## src/hdl/gcf_pkg.sv

```systemverilog
// shared types, constants and elaboration helpers for the graphlet canonical form core
// no dependencies; imported by every module of the block
package gcf_pkg;

  localparam int NODES_DEF  = 8;
  localparam int GRAPH_W    = 28;
  localparam int CANON_W    = 28;
  localparam int IDX_OUT_W  = 16;
  localparam int DIGITS_W   = 24;
  localparam int DIGIT_W    = 3;
  localparam int CFG_IDX_W  = 2;
  localparam int CFG_DATA_W = 1;

  typedef enum logic [CFG_IDX_W-1:0] {
    CFG_LOWER_ORDER = 2'd0,
    CFG_INVERT_PERM = 2'd1
  } cfg_reg_t;

  typedef enum logic [2:0] {
    ST_IDLE,
    ST_SCAN,
    ST_RELOAD,
    ST_MATCH,
    ST_DONE
  } gcf_state_t;

  typedef struct packed {
    logic restart;
    logic advance;
  } pg_ctrl_t;

  function automatic int fact(int n);
    int r;
    int k;
    r = 1;
    for (k = 2; k <= n; k++) begin
      r = r * k;
    end
    return r;
  endfunction

  // vertex of pair idx in the chosen triangle order; second selects the column vertex
  function automatic int pair_vertex(int idx, int nodes, bit lower, bit second);
    int n;
    int i;
    int j;
    int v;
    n = 0;
    v = 0;
    if (lower) begin
      for (i = 1; i < nodes; i++) begin
        for (j = 0; j < i; j++) begin
          if (n == idx) begin
            v = second ? j : i;
          end
          n++;
        end
      end
    end else begin
      for (i = 0; i + 1 < nodes; i++) begin
        for (j = i + 1; j < nodes; j++) begin
          if (n == idx) begin
            v = second ? j : i;
          end
          n++;
        end
      end
    end
    return v;
  endfunction

endpackage

```

## src/hdl/gcf_pack_unit.sv

```systemverilog
// shared relabel unit: holds an adjacency matrix and packs it under the current permutation
// depends on gcf_pkg for the pair order helpers
module gcf_pack_unit import gcf_pkg::*; #(
  parameter int NODES = NODES_DEF,
  localparam int PAIRS = NODES * (NODES - 1) / 2,
  localparam int VW = $clog2(NODES)
) (
  input  logic                clk,
  input  logic                load,
  input  logic [PAIRS-1:0]    load_bits,
  input  logic                lower_order,
  input  logic [NODES*VW-1:0] perm,
  output logic [PAIRS-1:0]    packed_bits
);

  logic [NODES-1:0][NODES-1:0] adj_r;
  logic [NODES-1:0][NODES-1:0] adj_nxt;
  logic [VW-1:0]               pa_sel [PAIRS];
  logic [VW-1:0]               pb_sel [PAIRS];
  logic [VW-1:0]               pv     [NODES];

  for (genvar n = 0; n < PAIRS; n++) begin : g_pair
    localparam int UA = pair_vertex(n, NODES, 1'b0, 1'b0);
    localparam int UB = pair_vertex(n, NODES, 1'b0, 1'b1);
    localparam int LA = pair_vertex(n, NODES, 1'b1, 1'b0);
    localparam int LB = pair_vertex(n, NODES, 1'b1, 1'b1);
    assign pa_sel[n] = lower_order ? VW'(LA) : VW'(UA);
    assign pb_sel[n] = lower_order ? VW'(LB) : VW'(UB);
  end

  for (genvar k = 0; k < NODES; k++) begin : g_vtx
    assign pv[k] = perm[k*VW +: VW];
  end

  // unpack edge bits, first pair in the top bit
  always_comb begin
    adj_nxt = '0;
    for (int n = 0; n < PAIRS; n++) begin
      adj_nxt[pa_sel[n]][pb_sel[n]] = load_bits[PAIRS-1-n];
      adj_nxt[pb_sel[n]][pa_sel[n]] = load_bits[PAIRS-1-n];
    end
  end

  always_ff @(posedge clk) begin
    if (load) begin
      adj_r <= adj_nxt;
    end
  end

  always_comb begin
    packed_bits = '0;
    for (int n = 0; n < PAIRS; n++) begin
      packed_bits[PAIRS-1-n] = adj_r[pv[pa_sel[n]]][pv[pb_sel[n]]];
    end
  end

endmodule

```

## src/hdl/gcf_perm_gen.sv

```systemverilog
// permutation sequencer: steps through all vertex relabelings in lexicographic order
// depends on gcf_pkg for the control struct and factorial helper
module gcf_perm_gen import gcf_pkg::*; #(
  parameter int NODES = NODES_DEF,
  localparam int VW = $clog2(NODES),
  localparam int NPERM = fact(NODES),
  localparam int IDX_W = $clog2(NPERM)
) (
  input  logic                clk,
  input  logic                rst_n,
  input  pg_ctrl_t            ctrl,
  output logic [NODES*VW-1:0] perm,
  output logic [IDX_W-1:0]    idx,
  output logic                last
);

  typedef logic [NODES-1:0][VW-1:0] perm_t;

  perm_t            perm_r;
  perm_t            perm_nxt;
  logic [IDX_W-1:0] idx_r;
  logic [IDX_W-1:0] idx_nxt;

  function automatic perm_t identity_perm();
    perm_t q;
    for (int k = 0; k < NODES; k++) begin
      q[k] = VW'(k);
    end
    return q;
  endfunction

  function automatic perm_t next_perm(perm_t p);
    int    piv;
    int    sw;
    perm_t s;
    perm_t q;
    piv = -1;
    sw  = 0;
    for (int k = 0; k + 1 < NODES; k++) begin
      if (p[k] < p[k+1]) begin
        piv = k;
      end
    end
    q = p;
    if (piv >= 0) begin
      for (int k = 0; k < NODES; k++) begin
        if (k > piv && p[k] > p[piv]) begin
          sw = k;
        end
      end
      s      = p;
      s[piv] = p[sw];
      s[sw]  = p[piv];
      q      = s;
      // reverse the suffix after the pivot
      for (int k = 0; k < NODES; k++) begin
        if (k > piv) begin
          q[k] = s[NODES + piv - k];
        end
      end
    end
    return q;
  endfunction

  always_comb begin
    perm_nxt = perm_r;
    idx_nxt  = idx_r;
    priority if (ctrl.restart) begin
      perm_nxt = identity_perm();
      idx_nxt  = '0;
    end else if (ctrl.advance) begin
      perm_nxt = next_perm(perm_r);
      idx_nxt  = idx_r + 1'b1;
    end
  end

  always_ff @(posedge clk) begin
    if (!rst_n) begin
      perm_r <= identity_perm();
      idx_r  <= '0;
    end else begin
      perm_r <= perm_nxt;
      idx_r  <= idx_nxt;
    end
  end

  assign perm = perm_r;
  assign idx  = idx_r;
  assign last = (idx_r == IDX_W'(NPERM - 1));

endmodule

```

## src/hdl/graphlet_canonical_form_core.sv

```systemverilog
// one transaction at a time: the input stalls from an accept until its result loads
// both passes step the permutation sequencer once a cycle through the shared pack unit
// a held result does not block the next input, only the loading of the next result
// reset: synchronous active-low rst_n clears the sequencer, output valid and both config registers
module graphlet_canonical_form_core import gcf_pkg::*; #(
  parameter int NODES = NODES_DEF
) (
  input  logic                  clk,
  input  logic                  rst_n,
  input  logic                  in_valid,
  output logic                  in_stall,
  input  logic [GRAPH_W-1:0]    in_graph_bits,
  output logic                  out_valid,
  input  logic                  out_stall,
  output logic [CANON_W-1:0]    out_canonical_bits,
  output logic [IDX_OUT_W-1:0]  out_perm_index,
  output logic [DIGITS_W-1:0]   out_perm_digits,
  input  logic                  cfg_we,
  input  logic [CFG_IDX_W-1:0]  cfg_index,
  input  logic [CFG_DATA_W-1:0] cfg_wdata
);

  localparam int PAIRS = NODES * (NODES - 1) / 2;
  localparam int VW    = $clog2(NODES);
  localparam int NPERM = fact(NODES);
  localparam int IDX_W = $clog2(NPERM);

  gcf_state_t state_r;
  gcf_state_t state_nxt;

  logic lower_order_r;
  logic lower_order_nxt;
  logic invert_perm_r;
  logic invert_perm_nxt;

  logic [PAIRS-1:0]            g_r;
  logic [PAIRS-1:0]            best_r;
  logic [NODES-1:0][VW-1:0]    found_perm_r;
  logic [NODES-1:0][VW-1:0]    found_perm_nxt;
  logic [NODES-1:0][VW-1:0]    ident;
  logic [NODES-1:0][VW-1:0]    rep;
  logic [IDX_W-1:0]            found_idx_r;
  logic                        out_valid_r;
  logic                        out_valid_nxt;
  logic [CANON_W-1:0]          out_canon_r;
  logic [IDX_OUT_W-1:0]        out_idx_r;
  logic [DIGITS_W-1:0]         out_digits_r;
  logic [DIGITS_W-1:0]         digits_nxt;

  logic                  in_accept;
  logic                  out_free;
  logic                  hit;
  pg_ctrl_t              pg_ctrl;
  logic [NODES*VW-1:0]   pg_perm;
  logic [IDX_W-1:0]      pg_idx;
  logic                  pg_last;
  logic                  pk_load;
  logic                  pk_src_best;
  logic [PAIRS-1:0]      pk_load_bits;
  logic [PAIRS-1:0]      pk_bits;
  logic                  best_upd;
  logic                  found_cap;
  logic                  out_load;

  gcf_perm_gen #(.NODES(NODES)) u_perm_gen (
    .clk   (clk),
    .rst_n (rst_n),
    .ctrl  (pg_ctrl),
    .perm  (pg_perm),
    .idx   (pg_idx),
    .last  (pg_last)
  );

  assign pk_load_bits = pk_src_best ? best_r : in_graph_bits[PAIRS-1:0];

  gcf_pack_unit #(.NODES(NODES)) u_pack_unit (
    .clk         (clk),
    .load        (pk_load),
    .load_bits   (pk_load_bits),
    .lower_order (lower_order_r),
    .perm        (pg_perm),
    .packed_bits (pk_bits)
  );

  assign in_accept = in_valid && !in_stall;
  assign out_free  = !out_valid_r || !out_stall;
  assign hit       = (pk_bits == g_r);

  always_comb begin
    state_nxt = state_r;
    unique case (state_r)
      ST_IDLE:   if (in_accept) state_nxt = ST_SCAN;
      ST_SCAN:   if (pg_last) state_nxt = ST_RELOAD;
      ST_RELOAD: state_nxt = ST_MATCH;
      ST_MATCH:  if (hit || pg_last) state_nxt = ST_DONE;
      ST_DONE:   if (out_free) state_nxt = ST_IDLE;
      default:   state_nxt = ST_IDLE;
    endcase
  end

  always_comb begin
    in_stall    = 1'b1;
    pg_ctrl     = '0;
    pk_load     = 1'b0;
    pk_src_best = 1'b0;
    best_upd    = 1'b0;
    found_cap   = 1'b0;
    out_load    = 1'b0;
    unique case (state_r)
      ST_IDLE: begin
        in_stall        = 1'b0;
        pk_load         = in_accept;
        pg_ctrl.restart = in_accept;
      end
      ST_SCAN: begin
        best_upd        = (pk_bits < best_r);
        pg_ctrl.advance = !pg_last;
      end
      ST_RELOAD: begin
        pk_load         = 1'b1;
        pk_src_best     = 1'b1;
        pg_ctrl.restart = 1'b1;
      end
      ST_MATCH: begin
        found_cap       = hit || pg_last;
        pg_ctrl.advance = !hit && !pg_last;
      end
      ST_DONE: begin
        out_load = out_free;
      end
      default: begin
        in_stall = 1'b1;
      end
    endcase
  end

  always_comb begin
    for (int k = 0; k < NODES; k++) begin
      ident[k] = VW'(k);
    end
  end

  assign found_perm_nxt = hit ? pg_perm : ident;

  // inverse relabeling when asked for
  always_comb begin
    rep = found_perm_r;
    if (invert_perm_r) begin
      rep = '0;
      for (int k = 0; k < NODES; k++) begin
        for (int i = 0; i < NODES; i++) begin
          if (found_perm_r[i] == VW'(k)) begin
            rep[k] = rep[k] | VW'(i);
          end
        end
      end
    end
  end

  always_comb begin
    digits_nxt = '0;
    for (int i = 0; i < NODES; i++) begin
      digits_nxt[DIGIT_W*(NODES-1-i) +: DIGIT_W] = DIGIT_W'(rep[i]);
    end
  end

  always_comb begin
    lower_order_nxt = lower_order_r;
    invert_perm_nxt = invert_perm_r;
    if (cfg_we) begin
      case (cfg_reg_t'(cfg_index))
        CFG_LOWER_ORDER: lower_order_nxt = cfg_wdata[0];
        CFG_INVERT_PERM: invert_perm_nxt = cfg_wdata[0];
        default: ;
      endcase
    end
  end

  assign out_valid_nxt = out_load || (out_valid_r && out_stall);

  always_ff @(posedge clk) begin
    if (!rst_n) begin
      state_r       <= ST_IDLE;
      out_valid_r   <= 1'b0;
      lower_order_r <= 1'b0;
      invert_perm_r <= 1'b0;
    end else begin
      state_r       <= state_nxt;
      out_valid_r   <= out_valid_nxt;
      lower_order_r <= lower_order_nxt;
      invert_perm_r <= invert_perm_nxt;
    end
  end

  always_ff @(posedge clk) begin
    if (in_accept) begin
      g_r    <= in_graph_bits[PAIRS-1:0];
      best_r <= in_graph_bits[PAIRS-1:0];
    end else if (best_upd) begin
      best_r <= pk_bits;
    end
    if (found_cap) begin
      found_perm_r <= found_perm_nxt;
      found_idx_r  <= hit ? pg_idx : '0;
    end
    if (out_load) begin
      out_canon_r  <= CANON_W'(best_r);
      out_idx_r    <= IDX_OUT_W'(found_idx_r);
      out_digits_r <= digits_nxt;
    end
  end

  assign out_valid          = out_valid_r;
  assign out_canonical_bits = out_canon_r;
  assign out_perm_index     = out_idx_r;
  assign out_perm_digits    = out_digits_r;

endmodule

```

## config.mk

```make
export PLATFORM = sky130hd
export DESIGN_NAME = graphlet_canonical_form_core
export DESIGN_NICKNAME = d
export VERILOG_FILES = /design/src/hdl/gcf_pkg.sv /design/src/hdl/gcf_pack_unit.sv /design/src/hdl/gcf_perm_gen.sv /design/src/hdl/graphlet_canonical_form_core.sv
export SDC_FILE = /design/constraint.sdc
export NUM_CORES = 1
export LEC_CHECK = 0
export BUFFER_PORTS_ARGS = -buffer_cell sky130_fd_sc_hd__clkbuf_2
export CORE_MARGIN = 4
export CORE_UTILIZATION = 27
export DETAILED_ROUTE_END_ITERATION = 10
export HOLD_SLACK_MARGIN = 0.05
export PLACE_DENSITY = 0.5
export SLEW_MARGIN = 20
export SYNTH_ARGS = -nofsm -noshare
export SYNTH_HDL_FRONTEND = slang
export SYNTH_HIERARCHICAL = 1
export SYNTH_SLANG_ARGS = --single-unit
```

## constraint.sdc

```tcl
create_clock -name clk -period 15.44 [get_ports clk]
set_input_delay 3.86 -clock clk [delete_from_list [all_inputs] [get_ports clk]]
set_output_delay 3.86 -clock clk [all_outputs]
set_load 0.1 [all_outputs]
```

==> qor.yml <==
detailed_routing:
  first_pass_iters: 6
  drc: 0
  wl_mm: 114
  dr_total_vias: 25667
  via_per_inst: 6.14
  wl_per_cell_um: 27.4
  drt_iter0_drc: 3557
  detail-route-antenna-nets: 0
floorplan:
  rows: 112
  die_w_um: 316
  fp.dieH_um: 316
  fp.coreArea_mm2: 0.0937
  die-area_mm2: 0.0998
  io_pins: 106
  start_util_pct: 27.3
logic_synthesis:
  postSynthCellCount: 2974
  ys_seq_elements: 238
  synth_edf_count: 192
  synthesis.area_mm2: 0.0256
  ys_async_sr_fraction_pct: 0
  yosysUniqueCellTypes: 130
  syn-num-nets: 3073
  ys_seq_area_share_pct: 26.1
  syn_avg_cell_area_um2: 8.61
  ys.flop_type: "edfxtp_1"
  yosys_warnings: 6
clocking:
  cts_tree: "yes"
  cts_hold_buf: 0
  clk_latency_ns: 0.55
  cts_resized: 0
  clock_tree.root_cell: "clkbuf_16"
  clkTransAtPathRegs_ns: 0.07
  clockBufferDepth: 3
  h-tree-depth: 1
  postCtsSetupBuffers: 0
  clkSinkCount: 238
  cts_buffers: 23
sta:
  hold_viol_final: 0
  fmax_mhz: 112
  hold_slack_ns: 0.420
  rsz0062_at_grt: "no"
  tns_ns: 0
  max_slew_margin_pct: 27.6
  fin_crit_sh_pct: 57.8
  finalWorstSetupSlack_ns: 6.52
  skew_ns: 0.0199
  slew_violations: 0
  fin_crit_ns: 8.92
  setup_viol: 0
  worstMarginPinSlew_ns: 1.08
setup_path:
  r2r_slack_ns: 6.52
  cp_data_arrival_time_ns: 9.35
  worstPathMaxFanout: 65
  worstReg2RegStart: "lower_order_r$_SDFFE_PN0P_"
  critPathLaunchType: "register"
  r2r-end: "u_perm_gen/perm[19]$_SDFFE_PP1P_"
  end_kind: "register"
  critPathKind: "register to register"
  reg2reg_depth: 22
  cp_data_required_time_ns: 15.87
layout:
  finish.utilization_pct: 29.5
  layout-area-overhead-vs-synth_pct: 8.14
  final_area_mm2: 0.0277
  stdcell_count: 4178
  layout.nets: 3004
  drive_above_1_share_pct: 18.7
place:
  portBuffers: 105
  gp_routability_congestion: 0.990
  pre_cts_ws_ns: 6.78
  dp.cells: 4134
  hpwl_mm: 75.3
  post_dp_cell_area_mm2: 0.0269
hold_path:
  holdCritStartpoint: "found_idx_r[11]$_SDFFCE_PN0P_"
  holdCritPathClass: "register to register"
  min_delay_worst_endpoint: "out_perm_index[11]$_DFFE_PP_"
  worstHoldPathCells: 0
grt:
  grt_pass1_wl_mm: 166
  grt_usage_pct: 21.8
  antenna_found_initial: 0
  grt_overflow: 0
  grt_pass1_vias: 23794
  grt_start_max_net_pins: 69
power:
  power_density_mw_per_mm2: 140
  p_total_mw: 3.89
  ir_worst_vdd_mv: 0.110
  power.leakage_nw: 10.1
job:
  maxCapViolCount: 0
outcome:
  outcome: "finished clean"
==> cell families after synthesis <==
family / after synthesis / share of synthesized area [%]
AND/OR/NAND/NOR: 912 / 17.6
flip-flops: 238 / 26.1
AO/OA/AOI/OAI: 956 / 26.1
buffers and inverters: 372 / 7.03
multiplexers: 389 / 18.6
XOR/XNOR: 44 / 1.51
adder cells (fa/ha/maj): 63 / 3.08
==> synthesized netlist by cell type (all sizes together) (55+ instances only) <==
cell    instances  area share (%)
nand2         278             4.1
a21oi         216             4.4
nor2          211             3.1
mux2i         194             8.3
edfxtp        192              23
o21ai         166             3.4
mux2          161             7.2
clkbuf        154             2.3
buf           125             3.4
inv            91             1.3
nand3          87             1.7
nor3           73             1.6
a211oi         64             1.9
ha             63             3.1
a221oi         62             2.2
o22ai          58             1.4
a31oi          55             1.4
==> cell type report <==
type,count,area [µm²]
sequential,238,6700
tap,1254,1570
clock inverter,13,136
inverter,93,352
multi-input combinational,2364,17200
fill,9905,66100
timing repair buffer,185,1130
antenna,2,5.00
clock buffer,29,608
==> sequential cells by signal (all words and copies together) (netlist names), 3 cells and up <==
| name | flops |
|---|---|
| u_pack_unit/adj_r | 28 |
| out_canonical_bits | 28 |
| u_perm_gen/perm | 24 |
| best_r | 28 |
| u_perm_gen/idx | 16 |
| found_perm_r | 24 |
| out_perm_index | 16 |
| out_perm_digits | 24 |
| state_r | 3 |
| g_r | 28 |
| found_idx_r | 16 |
==> metal layers <==
layer	up-vias	part of all wire, %	GRT usage (%)
met5	-	0	0
met1	12500	42	30.3
met4	0	4.7	9.41
li1	11290	-	-
met3	337	9.8	3.38
met2	1540	43	33.5
==> placed cells by master, fill, tap and decap left out, drive strengths merged, types with 30 or more instances in the layout <==
cell type	count
nand3	87
nor2b	30
nand2	278
o211ai	35
a31oi	55
buf	80
mux2	161
and2	54
xor2	39
a211oi	64
ha	63
o21ai	166
inv	94
nor3	73
nand4	30
a221oi	62
edfxtp	192
mux4	34
a21oi	216
nor2	211
mux2i	194
clkbuf	134
dfxtp	46
o22ai	58
nand2b	35
==> worst max-delay path: stages (launching register included) <==
cell and delay, ns:
dfxtp_4 0.75, buf_4 0.74, buf_4 0.77, mux2i_1 0.92, and2_0 0.41, a221oi_1 0.15, a21o_1 0.24, mux2i_1 0.15
o22ai_1 0.11, a211oi_1 0.57, xor2_1 0.21, nor4_1 0.07, nand4_1 0.46, nor2_2 0.09, a211oi_2 0.82, nand2_1 0.63
nor2_1 0.75, nand2_1 0.23, nor2_1 0.16, nor2_1 0.07, o22ai_1 0.19, a21oi_1 0.06, o41a_1 0.13
==> report_power, final <==
| group | total (mW) | internal [mW] | switching, mW |
|---|---|---|---|
| Sequential | 0.816 | 0.765 | 0.0509 |
| Clock | 0.570 | 0.317 | 0.253 |
| Combinational | 2.50 | 0.826 | 1.68 |
==> worst max-delay path by stage <==
| stage | depth (start not counted) | to | slack (ns) | from |
|---|---|---|---|---|
| 3_3_place_gp | 22 | u_perm_gen/perm[19]$_SDFFE_PP1P_ | 7.00 | lower_order_r$_SDFFE_PN0P_ |
| 3_5_place_dp | 21 | u_perm_gen/perm[19]$_SDFFE_PP1P_ | 6.78 | lower_order_r$_SDFFE_PN0P_ |
| 5_1_grt | 21 | u_perm_gen/perm[19]$_SDFFE_PP1P_ | 6.07 | lower_order_r$_SDFFE_PN0P_ |
| 4_1_cts | 21 | u_perm_gen/perm[19]$_SDFFE_PP1P_ | 6.76 | lower_order_r$_SDFFE_PN0P_ |
| 2_1_floorplan | 1 | out_canonical_bits[0]$_DFFE_PP_ | 7.83 | out_stall |
| 6_report | 22 | u_perm_gen/perm[19]$_SDFFE_PP1P_ | 6.52 | lower_order_r$_SDFFE_PN0P_ |
No activity file was read; power rests on OpenSTA's default activity.
